<file path="src/rtl/sfd_pkg.sv">
`default_nettype none
// ----------------------------------------------------------------------------
// sfd_pkg
// Shared constants, result type and CRC-16 byte update for the short frame
// deframer.
// ----------------------------------------------------------------------------
package sfd_pkg;

  localparam logic [7:0]  START_BYTE  = 8'd2;
  localparam logic [7:0]  STOP_BYTE   = 8'd3;
  localparam logic [7:0]  CMD_RESET   = 8'd4;
  localparam logic [15:0] CRC_POLY    = 16'h1021;
  localparam logic [15:0] CRC_INIT    = 16'h0000;

  typedef enum logic [1:0] {
    STAT_GOOD     = 2'd0,
    STAT_CRC_ERR  = 2'd1,
    STAT_STOP_ERR = 2'd2
  } sfd_status_e;

  typedef struct packed {
    logic        is_frame_end;
    logic [7:0]  data_byte;
    logic        first_of_payload;
    sfd_status_e frame_status;
    logic        command_ok;
    logic [7:0]  frame_length;
  } sfd_result_t;

  // CRC-16, polynomial 0x1021, MSB first, one byte per call.
  function automatic logic [15:0] crc16_add_byte(input logic [15:0] crc,
                                                 input logic [7:0]  b);
    logic [15:0] c;
    c = crc ^ {b, 8'h00};
    for (int k = 0; k < 8; k++) begin
      if (c[15]) begin
        c = {c[14:0], 1'b0} ^ CRC_POLY;
      end else begin
        c = {c[14:0], 1'b0};
      end
    end
    return c;
  endfunction

endpackage
`default_nettype wire

</file>
<file path="src/rtl/sfd_in_reg.sv">
`default_nettype none
// ----------------------------------------------------------------------------
// sfd_in_reg
// Input register: holds one received byte until the parser consumes it.
// ----------------------------------------------------------------------------
module sfd_in_reg import sfd_pkg::*; (
  input  wire logic       clk_i,
  input  wire logic       rst_ni,
  input  wire logic       in_valid_i,
  output logic            in_ready_o,
  input  wire logic [7:0] rx_byte_i,
  input  wire logic       can_advance_i,
  output logic            byte_valid_o,
  output logic [7:0]      byte_o
);

  logic       valid_q, valid_d;
  logic [7:0] byte_q;
  logic       consume;
  logic       accept;

  assign consume    = valid_q && can_advance_i;
  assign in_ready_o = !valid_q || can_advance_i;
  assign accept     = in_valid_i && in_ready_o;

  always_comb begin
    valid_d = valid_q;
    if (accept) begin
      valid_d = 1'b1;
    end else if (consume) begin
      valid_d = 1'b0;
    end
  end

  always_ff @(posedge clk_i or negedge rst_ni) begin
    if (!rst_ni) begin
      valid_q <= 1'b0;
    end else begin
      valid_q <= valid_d;
    end
  end

  // payload, no reset needed
  always_ff @(posedge clk_i) begin
    if (accept) begin
      byte_q <= rx_byte_i;
    end
  end

  assign byte_valid_o = consume;
  assign byte_o       = byte_q;

endmodule
`default_nettype wire

</file>
<file path="src/rtl/sfd_parser.sv">
`default_nettype none
// ----------------------------------------------------------------------------
// sfd_parser
// Frame state machine with running CRC; one byte per cycle.
// ----------------------------------------------------------------------------
module sfd_parser import sfd_pkg::*; (
  input  wire logic       clk_i,
  input  wire logic       rst_ni,
  input  wire logic       cfg_we_i,
  input  wire logic [7:0] cfg_data_i,
  input  wire logic       byte_valid_i,
  input  wire logic [7:0] byte_i,
  output logic            res_valid_o,
  output sfd_result_t     res_o
);

  localparam logic [2:0] PH_HUNT   = 3'd0;
  localparam logic [2:0] PH_LEN    = 3'd1;
  localparam logic [2:0] PH_DATA   = 3'd2;
  localparam logic [2:0] PH_CRC_HI = 3'd3;
  localparam logic [2:0] PH_CRC_LO = 3'd4;
  localparam logic [2:0] PH_STOP   = 3'd5;

  logic [2:0]  phase_q, phase_d;
  logic [7:0]  cmd_q, cmd_d;
  logic [7:0]  len_q, len_d;
  logic [7:0]  left_q, left_d;
  logic [15:0] crc_q, crc_d;
  logic [15:0] rx_crc_q, rx_crc_d;
  logic        match_q, match_d;
  logic        first;
  sfd_status_e status;

  assign first = (left_q == len_q);

  always_comb begin
    if (byte_i != STOP_BYTE) begin
      status = STAT_STOP_ERR;
    end else if (rx_crc_q != crc_q) begin
      status = STAT_CRC_ERR;
    end else begin
      status = STAT_GOOD;
    end
  end

  always_comb begin
    phase_d     = phase_q;
    cmd_d       = cfg_we_i ? cfg_data_i : cmd_q;
    len_d       = len_q;
    left_d      = left_q;
    crc_d       = crc_q;
    rx_crc_d    = rx_crc_q;
    match_d     = match_q;
    res_valid_o = 1'b0;
    res_o       = '0;
    if (byte_valid_i) begin
      unique case (phase_q)
        PH_HUNT: begin
          if (byte_i == START_BYTE) begin
            phase_d = PH_LEN;
          end
        end
        PH_LEN: begin
          len_d    = byte_i;
          left_d   = byte_i;
          crc_d    = CRC_INIT;
          rx_crc_d = 16'h0000;
          match_d  = 1'b0;
          phase_d  = (byte_i == 8'd0) ? PH_CRC_HI : PH_DATA;
        end
        PH_DATA: begin
          if (first) begin
            match_d = (byte_i == cmd_q);
          end
          crc_d  = crc16_add_byte(crc_q, byte_i);
          left_d = left_q - 8'd1;
          if (left_q == 8'd1) begin
            phase_d = PH_CRC_HI;
          end
          res_valid_o            = 1'b1;
          res_o.data_byte        = byte_i;
          res_o.first_of_payload = first;
        end
        PH_CRC_HI: begin
          rx_crc_d = {byte_i, 8'h00};
          phase_d  = PH_CRC_LO;
        end
        PH_CRC_LO: begin
          rx_crc_d = {rx_crc_q[15:8], byte_i};
          phase_d  = PH_STOP;
        end
        PH_STOP: begin
          res_valid_o        = 1'b1;
          res_o.is_frame_end = 1'b1;
          res_o.frame_status = status;
          res_o.command_ok   = (len_q != 8'd0) && match_q;
          res_o.frame_length = len_q;
          phase_d            = PH_HUNT;
        end
        default: begin
          phase_d = PH_HUNT;
        end
      endcase
    end
  end

  always_ff @(posedge clk_i or negedge rst_ni) begin
    if (!rst_ni) begin
      phase_q  <= PH_HUNT;
      cmd_q    <= CMD_RESET;
      len_q    <= 8'd0;
      left_q   <= 8'd0;
      crc_q    <= CRC_INIT;
      rx_crc_q <= 16'h0000;
      match_q  <= 1'b0;
    end else begin
      phase_q  <= phase_d;
      cmd_q    <= cmd_d;
      len_q    <= len_d;
      left_q   <= left_d;
      crc_q    <= crc_d;
      rx_crc_q <= rx_crc_d;
      match_q  <= match_d;
    end
  end

  a_res_phase: assert property (@(posedge clk_i) disable iff (!rst_ni)
    res_valid_o |-> (phase_q == PH_DATA || phase_q == PH_STOP))
    else $error("result outside data or stop phase");

  a_stop_to_hunt: assert property (@(posedge clk_i) disable iff (!rst_ni)
    (byte_valid_i && phase_q == PH_STOP) |=> (phase_q == PH_HUNT))
    else $error("stop byte did not return to hunting");

  a_data_left: assert property (@(posedge clk_i) disable iff (!rst_ni)
    (phase_q == PH_DATA) |-> (left_q != 8'd0))
    else $error("data phase with no bytes left");

  a_zero_len: assert property (@(posedge clk_i) disable iff (!rst_ni)
    (byte_valid_i && phase_q == PH_LEN && byte_i == 8'd0) |=> (phase_q == PH_CRC_HI))
    else $error("zero-length frame did not skip to CRC");

endmodule
`default_nettype wire

</file>
<file path="src/rtl/sfd_out_reg.sv">
`default_nettype none
// ----------------------------------------------------------------------------
// sfd_out_reg
// Result register: holds one result until the receiver takes it.
// ----------------------------------------------------------------------------
module sfd_out_reg import sfd_pkg::*; (
  input  wire logic         clk_i,
  input  wire logic         rst_ni,
  input  wire logic         load_i,
  input  wire sfd_result_t  res_i,
  output logic              can_load_o,
  output logic              out_valid_o,
  input  wire logic         out_ready_i,
  output sfd_result_t       res_o
);

  logic        valid_q, valid_d;
  sfd_result_t res_q;

  assign can_load_o = !valid_q || out_ready_i;

  always_comb begin
    valid_d = valid_q;
    if (load_i) begin
      valid_d = 1'b1;
    end else if (out_ready_i) begin
      valid_d = 1'b0;
    end
  end

  always_ff @(posedge clk_i or negedge rst_ni) begin
    if (!rst_ni) begin
      valid_q <= 1'b0;
    end else begin
      valid_q <= valid_d;
    end
  end

  always_ff @(posedge clk_i) begin
    if (load_i) begin
      res_q <= res_i;
    end
  end

  assign out_valid_o = valid_q;
  assign res_o       = res_q;

endmodule
`default_nettype wire

</file>
<file path="src/rtl/short_frame_deframer_crc16_top.sv">
`default_nettype none
// ----------------------------------------------------------------------------
// short_frame_deframer_crc16_top
// Link byte deframer: start byte, length, payload with CRC-16, CRC, stop.
// ----------------------------------------------------------------------------
// Usage:
//   Input channel (in_valid_i / in_ready_o, rx_byte_i) takes one link byte
//   per transfer. Output channel (out_valid_o / out_ready_i) carries one
//   result per payload byte and one frame-end result per byte in the stop
//   position; start, length, CRC and hunted bytes give no result.
//   Configuration channel (cfg_valid_i / cfg_ready_o, cfg_data_i) writes the
//   expected command code; it is always ready. Write it only while idle.
// Timing:
//   A byte sits in the input register after its transfer and is parsed into
//   the result register once that register can load; out_valid_o rises
//   when a result is registered there, and the result transfers on a cycle
//   with out_ready_i high. Throughput is one byte per cycle while the receiver
//   keeps up, as the byte-parallel CRC update between the registers allows.
// Reset:
//   rst_ni clears both registers' valid flags, returns the parser to
//   hunting for the start byte and loads the expected command with 4.
// Back-pressure:
//   While the receiver stalls with a result pending, hold the next byte in
//   the input register; in_ready_o drops once that register is full too.
// ----------------------------------------------------------------------------
module short_frame_deframer_crc16_top import sfd_pkg::*; (
  input  wire logic       clk_i,
  input  wire logic       rst_ni,
  input  wire logic       cfg_valid_i,
  output logic            cfg_ready_o,
  input  wire logic [7:0] cfg_data_i,
  input  wire logic       in_valid_i,
  output logic            in_ready_o,
  input  wire logic [7:0] rx_byte_i,
  output logic            out_valid_o,
  input  wire logic       out_ready_i,
  output logic            is_frame_end_o,
  output logic [7:0]      data_byte_o,
  output logic            first_of_payload_o,
  output logic [1:0]      frame_status_o,
  output logic            command_ok_o,
  output logic [7:0]      frame_length_o
);

  logic        can_advance;
  logic        byte_valid;
  logic [7:0]  byte_val;
  logic        res_valid;
  sfd_result_t res;
  sfd_result_t out_res;

  // configuration writes are always accepted
  assign cfg_ready_o = 1'b1;

  sfd_in_reg u_in_reg (
    .clk_i         (clk_i),
    .rst_ni        (rst_ni),
    .in_valid_i    (in_valid_i),
    .in_ready_o    (in_ready_o),
    .rx_byte_i     (rx_byte_i),
    .can_advance_i (can_advance),
    .byte_valid_o  (byte_valid),
    .byte_o        (byte_val)
  );

  sfd_parser u_parser (
    .clk_i        (clk_i),
    .rst_ni       (rst_ni),
    .cfg_we_i     (cfg_valid_i && cfg_ready_o),
    .cfg_data_i   (cfg_data_i),
    .byte_valid_i (byte_valid),
    .byte_i       (byte_val),
    .res_valid_o  (res_valid),
    .res_o        (res)
  );

  // advance a byte only when its possible result has a free slot
  sfd_out_reg u_out_reg (
    .clk_i       (clk_i),
    .rst_ni      (rst_ni),
    .load_i      (res_valid),
    .res_i       (res),
    .can_load_o  (can_advance),
    .out_valid_o (out_valid_o),
    .out_ready_i (out_ready_i),
    .res_o       (out_res)
  );

  assign is_frame_end_o     = out_res.is_frame_end;
  assign data_byte_o        = out_res.data_byte;
  assign first_of_payload_o = out_res.first_of_payload;
  assign frame_status_o     = out_res.frame_status;
  assign command_ok_o       = out_res.command_ok;
  assign frame_length_o     = out_res.frame_length;

endmodule
`default_nettype wire

</file>
<file path="config.mk">
export PLATFORM = sky130hd
export DESIGN_NAME = short_frame_deframer_crc16_top
export DESIGN_NICKNAME = d
export VERILOG_FILES = /design/src/rtl/sfd_pkg.sv /design/src/rtl/sfd_in_reg.sv /design/src/rtl/sfd_parser.sv /design/src/rtl/sfd_out_reg.sv /design/src/rtl/short_frame_deframer_crc16_top.sv
export SDC_FILE = /design/constraint.sdc
export NUM_CORES = 1
export LEC_CHECK = 0
export ABC_AREA = 1
export BUFFER_PORTS_ARGS = -buffer_cell sky130_fd_sc_hd__buf_2
export CAP_MARGIN = 0
export CORE_UTILIZATION = 45
export DETAILED_ROUTE_END_ITERATION = 8
export GPL_TIMING_DRIVEN = 0
export PLACE_DENSITY = 0.7
export SKIP_CTS_REPAIR_TIMING = 1
export SLEW_MARGIN = 20
export SYNTH_ARGS = -nofsm -noshare
export SYNTH_HDL_FRONTEND = slang
export SYNTH_SLANG_ARGS = --single-unit
</file>
<file path="constraint.sdc">
create_clock -name clk_i -period 2.6 [get_ports clk_i]
set_clock_uncertainty 0.2 [all_clocks]
set_input_delay 0.39 -clock clk_i [delete_from_list [all_inputs] [get_ports clk_i]]
set_output_delay 0.39 -clock clk_i [all_outputs]
set_load 0.02 [all_outputs]
</file>
### After elaboration in Yosys (flattened, before gate mapping)

Index checks and enable logic that the tools add are counted.

* eq/ne operators: 14
* $add $sub $neg: 1
* reduce and logical (&&, ||, !) cells: 25
* bitwise operators: 12
* multiplexer cells: 40

Operators by type and width (count)
* two-way mux 16 bit: 14
* two-way mux 13 bit: 8
* case mux 16 bit (3 select lines): 1
* case mux 16 bit (2 select lines): 1
* inverter 3 bit: 8
* equality test 8 bit: 2
* inequality test 16 bit: 1
* case mux 8 bit (2 select lines): 1
* XOR 16 bit: 1
* case mux 3 bit (5 select lines): 1
* two-way mux 1 bit: 10
* AND reduction 2 bit: 5
* AND reduction 3 bit: 3
* equality test 8 x 1 -> 1 bit (second input constant): 1
* equality test 8 x 2 -> 1 bit (second input constant): 1
* zero test 8 bit: 1
* inequality test 8 x 2 -> 1 bit (second input constant): 1
* nonzero test 2 bit: 4
* nonzero test 8 bit: 1
* subtractor 8 x 1 -> 8 bit (second input constant): 1
* equality test 3 x 2 -> 1 bit (second input constant): 2
* equality test 3 bit (second input constant): 2
* two-way mux 3 bit: 2
* inequality test 2 x 1 -> 1 bit (second input constant): 3
* other kinds (11): 17

* bits in registers: 91
* input bits: 21
* word-level logic and storage cells: 110

### Depth between registers and ports, before layout

Gate-level depths: netlist of the first run.

* depth after elaboration: 32
* gate-level depth with buffers: 11
* mapped depth without buffers: 9

### By module

A second synthesis of the first run with hierarchy kept.

* cell total of the unflattened synthesis: 543
* area, all modules: 4555.6 µm²

By module, submodules not included
* sfd_parser: seq. area each 1502.7 µm², times used 1, area an instance 3575.9 µm², cells an instance 499
* sfd_out_reg: seq. area each 655.6 µm², times used 1, area an instance 675.6 µm², cells an instance 26
* sfd_in_reg: seq. area each 265.3 µm², times used 1, area an instance 292.8 µm², cells an instance 16
* short_frame_deframer_crc16_top: seq. area each 0.0 µm², times used 1, area an instance 11.3 µm², cells an instance 2

### Least setup slack after synthesis of the first run

OpenSTA, ideal clock, no wires.

* path kind: flip-flop to flip-flop
* start point: register u_out_reg.valid_q (netlist: u_out_reg.out_valid_o)
* end point: register u_out_reg.res_q, in the netlist u_out_reg.res_o[0] (enable)
* setup time: 0.378 ns
* path buffers: 2
* period minus slack after synthesis: 2.257 ns
* arrival: 1.679 ns
* data required time: 2.022 ns
* path slack: 0.343 ns
* cell stages (with the launch flop): 6
* cell sequence: dfrtp_1 -> a21boi_4 -> nand2_4 -> buf_4 -> buf_4 -> nand2_1

* longest elaborated chain between the ends: 4

RTL lines
* start, declared: RTL line sfd_out_reg.sv:17 `logic valid_q, valid_d;`
* start signal, assigned: RTL line sfd_out_reg.sv:35 `valid_q <= valid_d;`
* zero test 1 bit: RTL line sfd_out_reg.sv:20 `assign can_load_o = !valid_q || out_ready_i;`
* logical OR 1 bit: RTL line sfd_out_reg.sv:20
* logical AND 1 bit: RTL line sfd_in_reg.sv:22 `assign consume = valid_q && can_advance_i;`
* two-way mux 1 bit: RTL line sfd_parser.sv:56 `if (byte_valid_i) begin`
* via res_valid: RTL line short_frame_deframer_crc16_top.sv:48 `logic res_valid;`
* end signal, assigned: RTL line sfd_out_reg.sv:41 `res_q <= res_i;`
* end, declared: RTL line sfd_out_reg.sv:18 `sfd_result_t res_q;`

The timed path passes the listed nets, and every way through them passes these cells.
A chain may end at the register's enable or synchronous reset.

### Worst setup path after layout of the first run

Ends and elaborated chain as after synthesis.

==> results.yml, run 1 <==
worst_setup_path:
  r2r_setup_slack_ns: 0.40
  rr_endpoint: "u_out_reg.res_o[0]"
  end_kind: "register"
  r2r_cells: 5
  crit_type: "register to register"
  rr_startpoint: "u_out_reg.out_valid_o"
  path_max_fanout: 21
  cp.required_ns: 2.40
  startpoint_type: "register"
  crit_arrival_ns: 2.00
global_route:
  antenna_found_initial: 0
  grt_usage_pct: 20.28
  grt_pass1_vias: 3592
  grt_max_degree: 63
  grt_overflow: 0
  grt_pass1_wl_mm: 17.26
synth:
  synth.distinct_cells: 38
  seq_area_frac_synth_pct: 51.26
  yosysWarnings: 0
  synth_nets: 572
  async_flop_share_pct: 68.13
  synth_top_flop_cell: "dfrtp_1"
  ys_seq_elements: 91
  syn-mean-instance-area_um2: 8.613
  synth_edf_count: 29
  synthCells: 549
  syn_area_um2: 4728
drt:
  drt_wl_total_mm: 10.41
  avgViaCountPerCell: 5.092
  wl_per_cell_um: 13.90
  drtIter0Drc: 234
  wl_met1_mm: 4.711
  drtPass1Iterations: 5
  drc_errors: 0
  postRouteAntennaNets: 0
  routed-wl-met3_um: 543
  wl_met2_mm: 4.879
  highest_layer: "met4"
  dr_total_vias: 3814
clock_network:
  cts.htree.levels: 3
  insertion_delay_ns: 0.36
  cts_tree: "done"
  clock-sinks: 91
  cts_buffers: 9
  ctsRootBufferMaster: "clkbuf_8"
  cts_buffer_depth: 2
  path_clk_slew_ns: 0.09
power_and_ir_drop:
  power.share.sequential_pct: 39.5
  power_density_nw_per_um2: 1086
  power.internal_w: 0.003249
  clkPwrFrac_pct: 14.7
  combPwrFrac_pct: 45.8
  leakagePower_nw: 2.529
  netSwitchingFraction_pct: 43.99
  p_switching_w: 0.002553
  peakVddDrop_mv: 0.4428
min_path:
  hold_depth: 1
  whs_endpoint: "u_in_reg.byte_o[5]"
  hold_class: "input port to register"
  hold_start: "rx_byte_i[5]"
sta:
  rsz0062_at_grt: "false"
  period_needed_ns: 2.200
  worst_slew_margin_rel_pct: 46.65
  finalHoldViolCount: 0
  fin_crit_sh_pct: 84.61
  setup_tns_ns: 0
  setup_viol: 0
  drv_slew: 0
  worstMarginPinSlew_ns: 0.8002
  timing.fmax_mhz: 454.6
finish:
  diodes: 0
  multi_input_area_um2: 1884
  mostFrequentLayoutCell: "nand2_1"
  drive_gt1_share_pct: 17.29
  layoutNonFillerInstCount: 749
  areaGrowthSynthToFinish_pct: 12.97
  fillers: 992
  fin_nets: 631
  ff_latch_area_um2: 2424
  layout_common_cells: "157 x nand2_1, 67 x inv_1, 61 x dfrtp_1"
die:
  start_util_pct: 46.01
  die_area_um2: 10920
  die_h_um: 104.5
  core_um2: 10280
  die_x_um: 104.5
  fp-row-count: 37
  ios: 45
place:
  dp.cells: 727
  detailed_place_hpwl_mm: 7.551
  port_buffers: 42
  gp_congestion: 0.9235
run_status:
  status: "finished clean"
job:
  cap_violations: 0
Yosys cell counts (5+ instances only):
cell type	number	area, um^2
nand2_1	158	593.1
inv_1	67	251.5
dfrtp_1	61	1526
nor2_1	47	176.4
o21ai_0	41	205.2
nand3_1	35	175.2
edfxtp_1	29	870.8
xnor2_1	18	157.7
nand4_1	11	68.82
a21oi_1	7	35.03
xor2_1	7	61.31
buf_2	6	30.03
mux2_2	6	67.56
o21ai_2	5	43.79
how the worst max path moves through the flow:
| stage | from | end | slack, ns | cells after the start |
|---|---|---|---|---|
| 2_1_floorplan | u_out_reg.out_valid_o | u_out_reg.res_o[0] | 0.34 | 5 |
| 3_3_place_gp | out_ready_i | u_out_reg.res_o[11] | 0.11 | 7 |
| 3_5_place_dp | out_ready_i | u_out_reg.res_o[3] | 0.04 | 7 |
| 4_1_cts | u_out_reg.out_valid_o | u_out_reg.res_o[3] | 0.12 | 5 |
| 5_1_grt | u_out_reg.out_valid_o | u_out_reg.res_o[0] | 0.28 | 4 |
| 6_report | u_out_reg.out_valid_o | u_out_reg.res_o[0] | 0.40 | 5 |
through the flow:
stage / area [um^2] / util [%] / power (W) / hold slack (ns) / setup slack (ns)
5_1_grt: 5341 / 51.97 / 0.006265 / 0.0003179 / 0.2772
2_1_floorplan: 4728 / - / 0.004278 / -0.1056 / 0.3432
6_report: 5341 / 51.97 / 0.005802 / 0.005867 / 0.4001
4_1_cts: 5279 / 51.36 / 0.005783 / -0.05919 / 0.1195
3_5_place_dp: 5111 / 49.73 / 0.004927 / 0.2880 / 0.03570
3_3_place_gp: 5109 / 49.71 / 0.004839 / 0.2881 / 0.1064
power by group through the flow:
stage / Combinational (W) / Sequential (W) / Clock, W
2_1_floorplan: 0.00198 / 0.00230 / 0
3_3_place_gp: 0.00255 / 0.00229 / 0
3_5_place_dp: 0.00261 / 0.00231 / 0
4_1_cts: 0.00263 / 0.00229 / 0.000868
5_1_grt: 0.00301 / 0.00234 / 0.000921
6_report: 0.00266 / 0.00229 / 0.000853
layout make-up:
cell class | count | area share, %
Tap cell | 136 | 3.186
Buffer | 20 | 2.928
Multi-Input combinational cell | 367 | 35.28
Inverter | 71 | 4.989
Timing Repair Buffer | 48 | 5.107
Clock buffer | 10 | 2.389
Sequential cell | 91 | 45.37
Clock inverter | 6 | 0.7496
flip-flops by register name, indices dropped and copies added (netlist names):
name                   flops
u_parser.left_q            8
u_parser.cmd_q             8
u_parser.phase_q           3
u_parser.len_q             8
u_parser.match_q           1
u_out_reg.res_o           21
u_out_reg.out_valid_o      1
u_parser.rx_crc_q         16
u_in_reg.valid_q           1
u_parser.crc_q            16
u_in_reg.byte_o            8
critical path, cell delays in order, from the launching register on:
cell	delay (ns)
dfrtp_1	0.44
a21boi_4	0.32
nand2_4	0.11
buf_4	0.20
buf_4	0.18
nand2_2	0.38
logic make-up (layout without fill, tap and decap cells):
group	Yosys count	count (layout)	synth area share [%]
AO/OA/AOI/OAI	70	70	9.394
XOR/XNOR	25	25	4.631
adder cells (fa/ha/maj)	2	2	0.5292
buffers and inverters	91	155	8.944
flip-flops	91	91	51.26
multiplexers	6	6	1.429
other	1	1	0.07931
AND/OR/NAND/NOR	263	263	23.74
layer usage:
layer | track usage [%] | vias up
li1 | - | 1868
met1 | 27.47 | 1804
met2 | 32.45 | 118
met3 | 3.321 | 24
met4 | 8.163 | 0
met5 | 0 | -
No activity file was read; power rests on OpenSTA's default activity.
==> run 2: changes to the inputs <==
Clock period 2.6 ns to 2.09 ns, I/O delays scaled along.
==> run 2 against run 1 <==
- first-iteration DRC count grew 55%
- highest routed layer unchanged
- worst hold slack gained 0.097 ns
- clock power grew 30%
- critical path depth shrank 1
- routed wire length grew 5.9%
- largest cell class unchanged
- non-clock buffer count grew 13
==> results.yml, run 2 (same netlist as run 1, synthesis figures left out) <==
drt:
  avgViaCountPerCell: 5.056
  dr_total_vias: 3853
  drtIter0Drc: 363
  wl_per_cell_um: 14.48
  drtPass1Iterations: 5
  drt_wl_total_mm: 11.03
  postRouteAntennaNets: 0
  drc_errors: 0
worst_setup_path:
  cp.required_ns: 1.96
  rr_startpoint: "u_out_reg.out_valid_o"
  end_kind: "register"
  crit_type: "register to register"
  critPathLaunch: "u_out_reg.out_valid_o"
  crit_arrival_ns: 1.84
  path_max_fanout: 21
  startpoint_type: "register"
place:
  port_buffers: 42
  place_ws_ns: -0.1523
  gp_congestion: 0.9068
  detailed_place_hpwl_mm: 7.817
global_route:
  grt_overflow: 0
  grt_usage_pct: 20.87
  grt_pass1_vias: 3695
  antenna_found_initial: 0
  grt_pass1_wl_mm: 17.80
  grt_max_degree: 36
finish:
  layout_common_cells: "157 x nand2_1, 67 x inv_1, 61 x dfrtp_1"
  drive_gt1_share_pct: 17.41
  diodes: 0
  mostFrequentLayoutCell: "nand2_1"
  fin_nets: 644
  areaGrowthSynthToFinish_pct: 16.41
  final_util_pct: 53.55
  largest_register_ffs: 21
clock_network:
  cts_tree: "done"
  path_clk_slew_ns: 0.09
  cts_buffer_depth: 2
  cts_buffers: 9
  insertion_delay_ns: 0.37
  cts.htree.levels: 3
  ctsRootBufferMaster: "clkbuf_8"
  clock-sinks: 91
min_path:
  hold_start: "out_ready_i"
  hold_class: "input port to register"
die:
  ios: 45
  die_area_um2: 10920
  start_util_pct: 46.01
  fp-row-count: 37
  die_h_um: 104.5
  die_x_um: 104.5
  core_um2: 10280
run_status:
  status: "finished clean"
sta:
  setup_tns_ns: 0
  fin_crit_sh_pct: 94.17
  drv_slew: 0
  setup_viol: 0
  period_needed_ns: 1.968
  rsz0062_at_grt: "false"
  finalHoldViolCount: 0
  timing.fmax_mhz: 508.1
  final.setup.worst_slack_ns: 0.1219
power_and_ir_drop:
  leakagePower_nw: 2.584
  power_density_nw_per_um2: 1328
  finalPower_w: 0.007311
  peakVddDrop_mv: 0.5081
job:
  cap_violations: 0
==> run 2: cell type report <==
type,instances,area (um^2)
fillers,938,4773
clock inverters,6,48.80
well taps,136,170.2
repair buffers,61,412.9
clock buffers,10,127.6
inverters,71,266.5
plain buffers,20,156.4
multi-input cells,367,1898
flip-flops and latches,91,2424
==> run 2: worst paths after layout <==
path                            slack, ns               endpoint  depth (start not counted)
worst max-delay path                 0.12     u_out_reg.res_o[6]                          4
worst min-delay path                 0.10  u_out_reg.out_valid_o                          4
worst max register to register       0.12     u_out_reg.res_o[6]                          4
worst min register to register       0.32  u_parser.rx_crc_q[13]                          2
max in group asynchronous            0.93      u_parser.len_q[3]                          3
min in group asynchronous            0.23      u_parser.cmd_q[0]                          2
==> run 2: per-layer routing <==
metal	track usage (%)	share of wire, %	up-vias
met5	0	0	-
met4	7.347	2.2	0
met3	3.947	4.6	20
met2	34.91	49	115
met1	27.02	44	1818
li1	-	-	1900
==> run 2: metrics by stage <==
stage | area (um^2) | hold slack, ns | instances
final | 5504 | 0.1026 | 762
after CTS | 5310 | -0.3360 | 744
after detailed placement | 5134 | 0.06307 | 728
after global routing | 5504 | 0.1359 | 762
after global placement | 5111 | 0.2879 | 727
after floorplan | 4731 | -0.1821 | 549
==> run 2: power by group <==
| part | total [W] | switching [W] | internal (W) |
|---|---|---|---|
| logic | 0.00336 | 0.00213 | 0.00123 |
| registers | 0.00284 | 0.000441 | 0.00240 |
| clock network | 0.00111 | 0.000663 | 0.000445 |
| total | 0.00731 | 0.00323 | 0.00408 |
==> run 2: worst max-delay path: stages, from the launching register on <==
cell and delay [ns]:
dfrtp_1 0.44, a21boi_4 0.32, nand3_1 0.24, buf_2 0.28, nand2_8 0.18
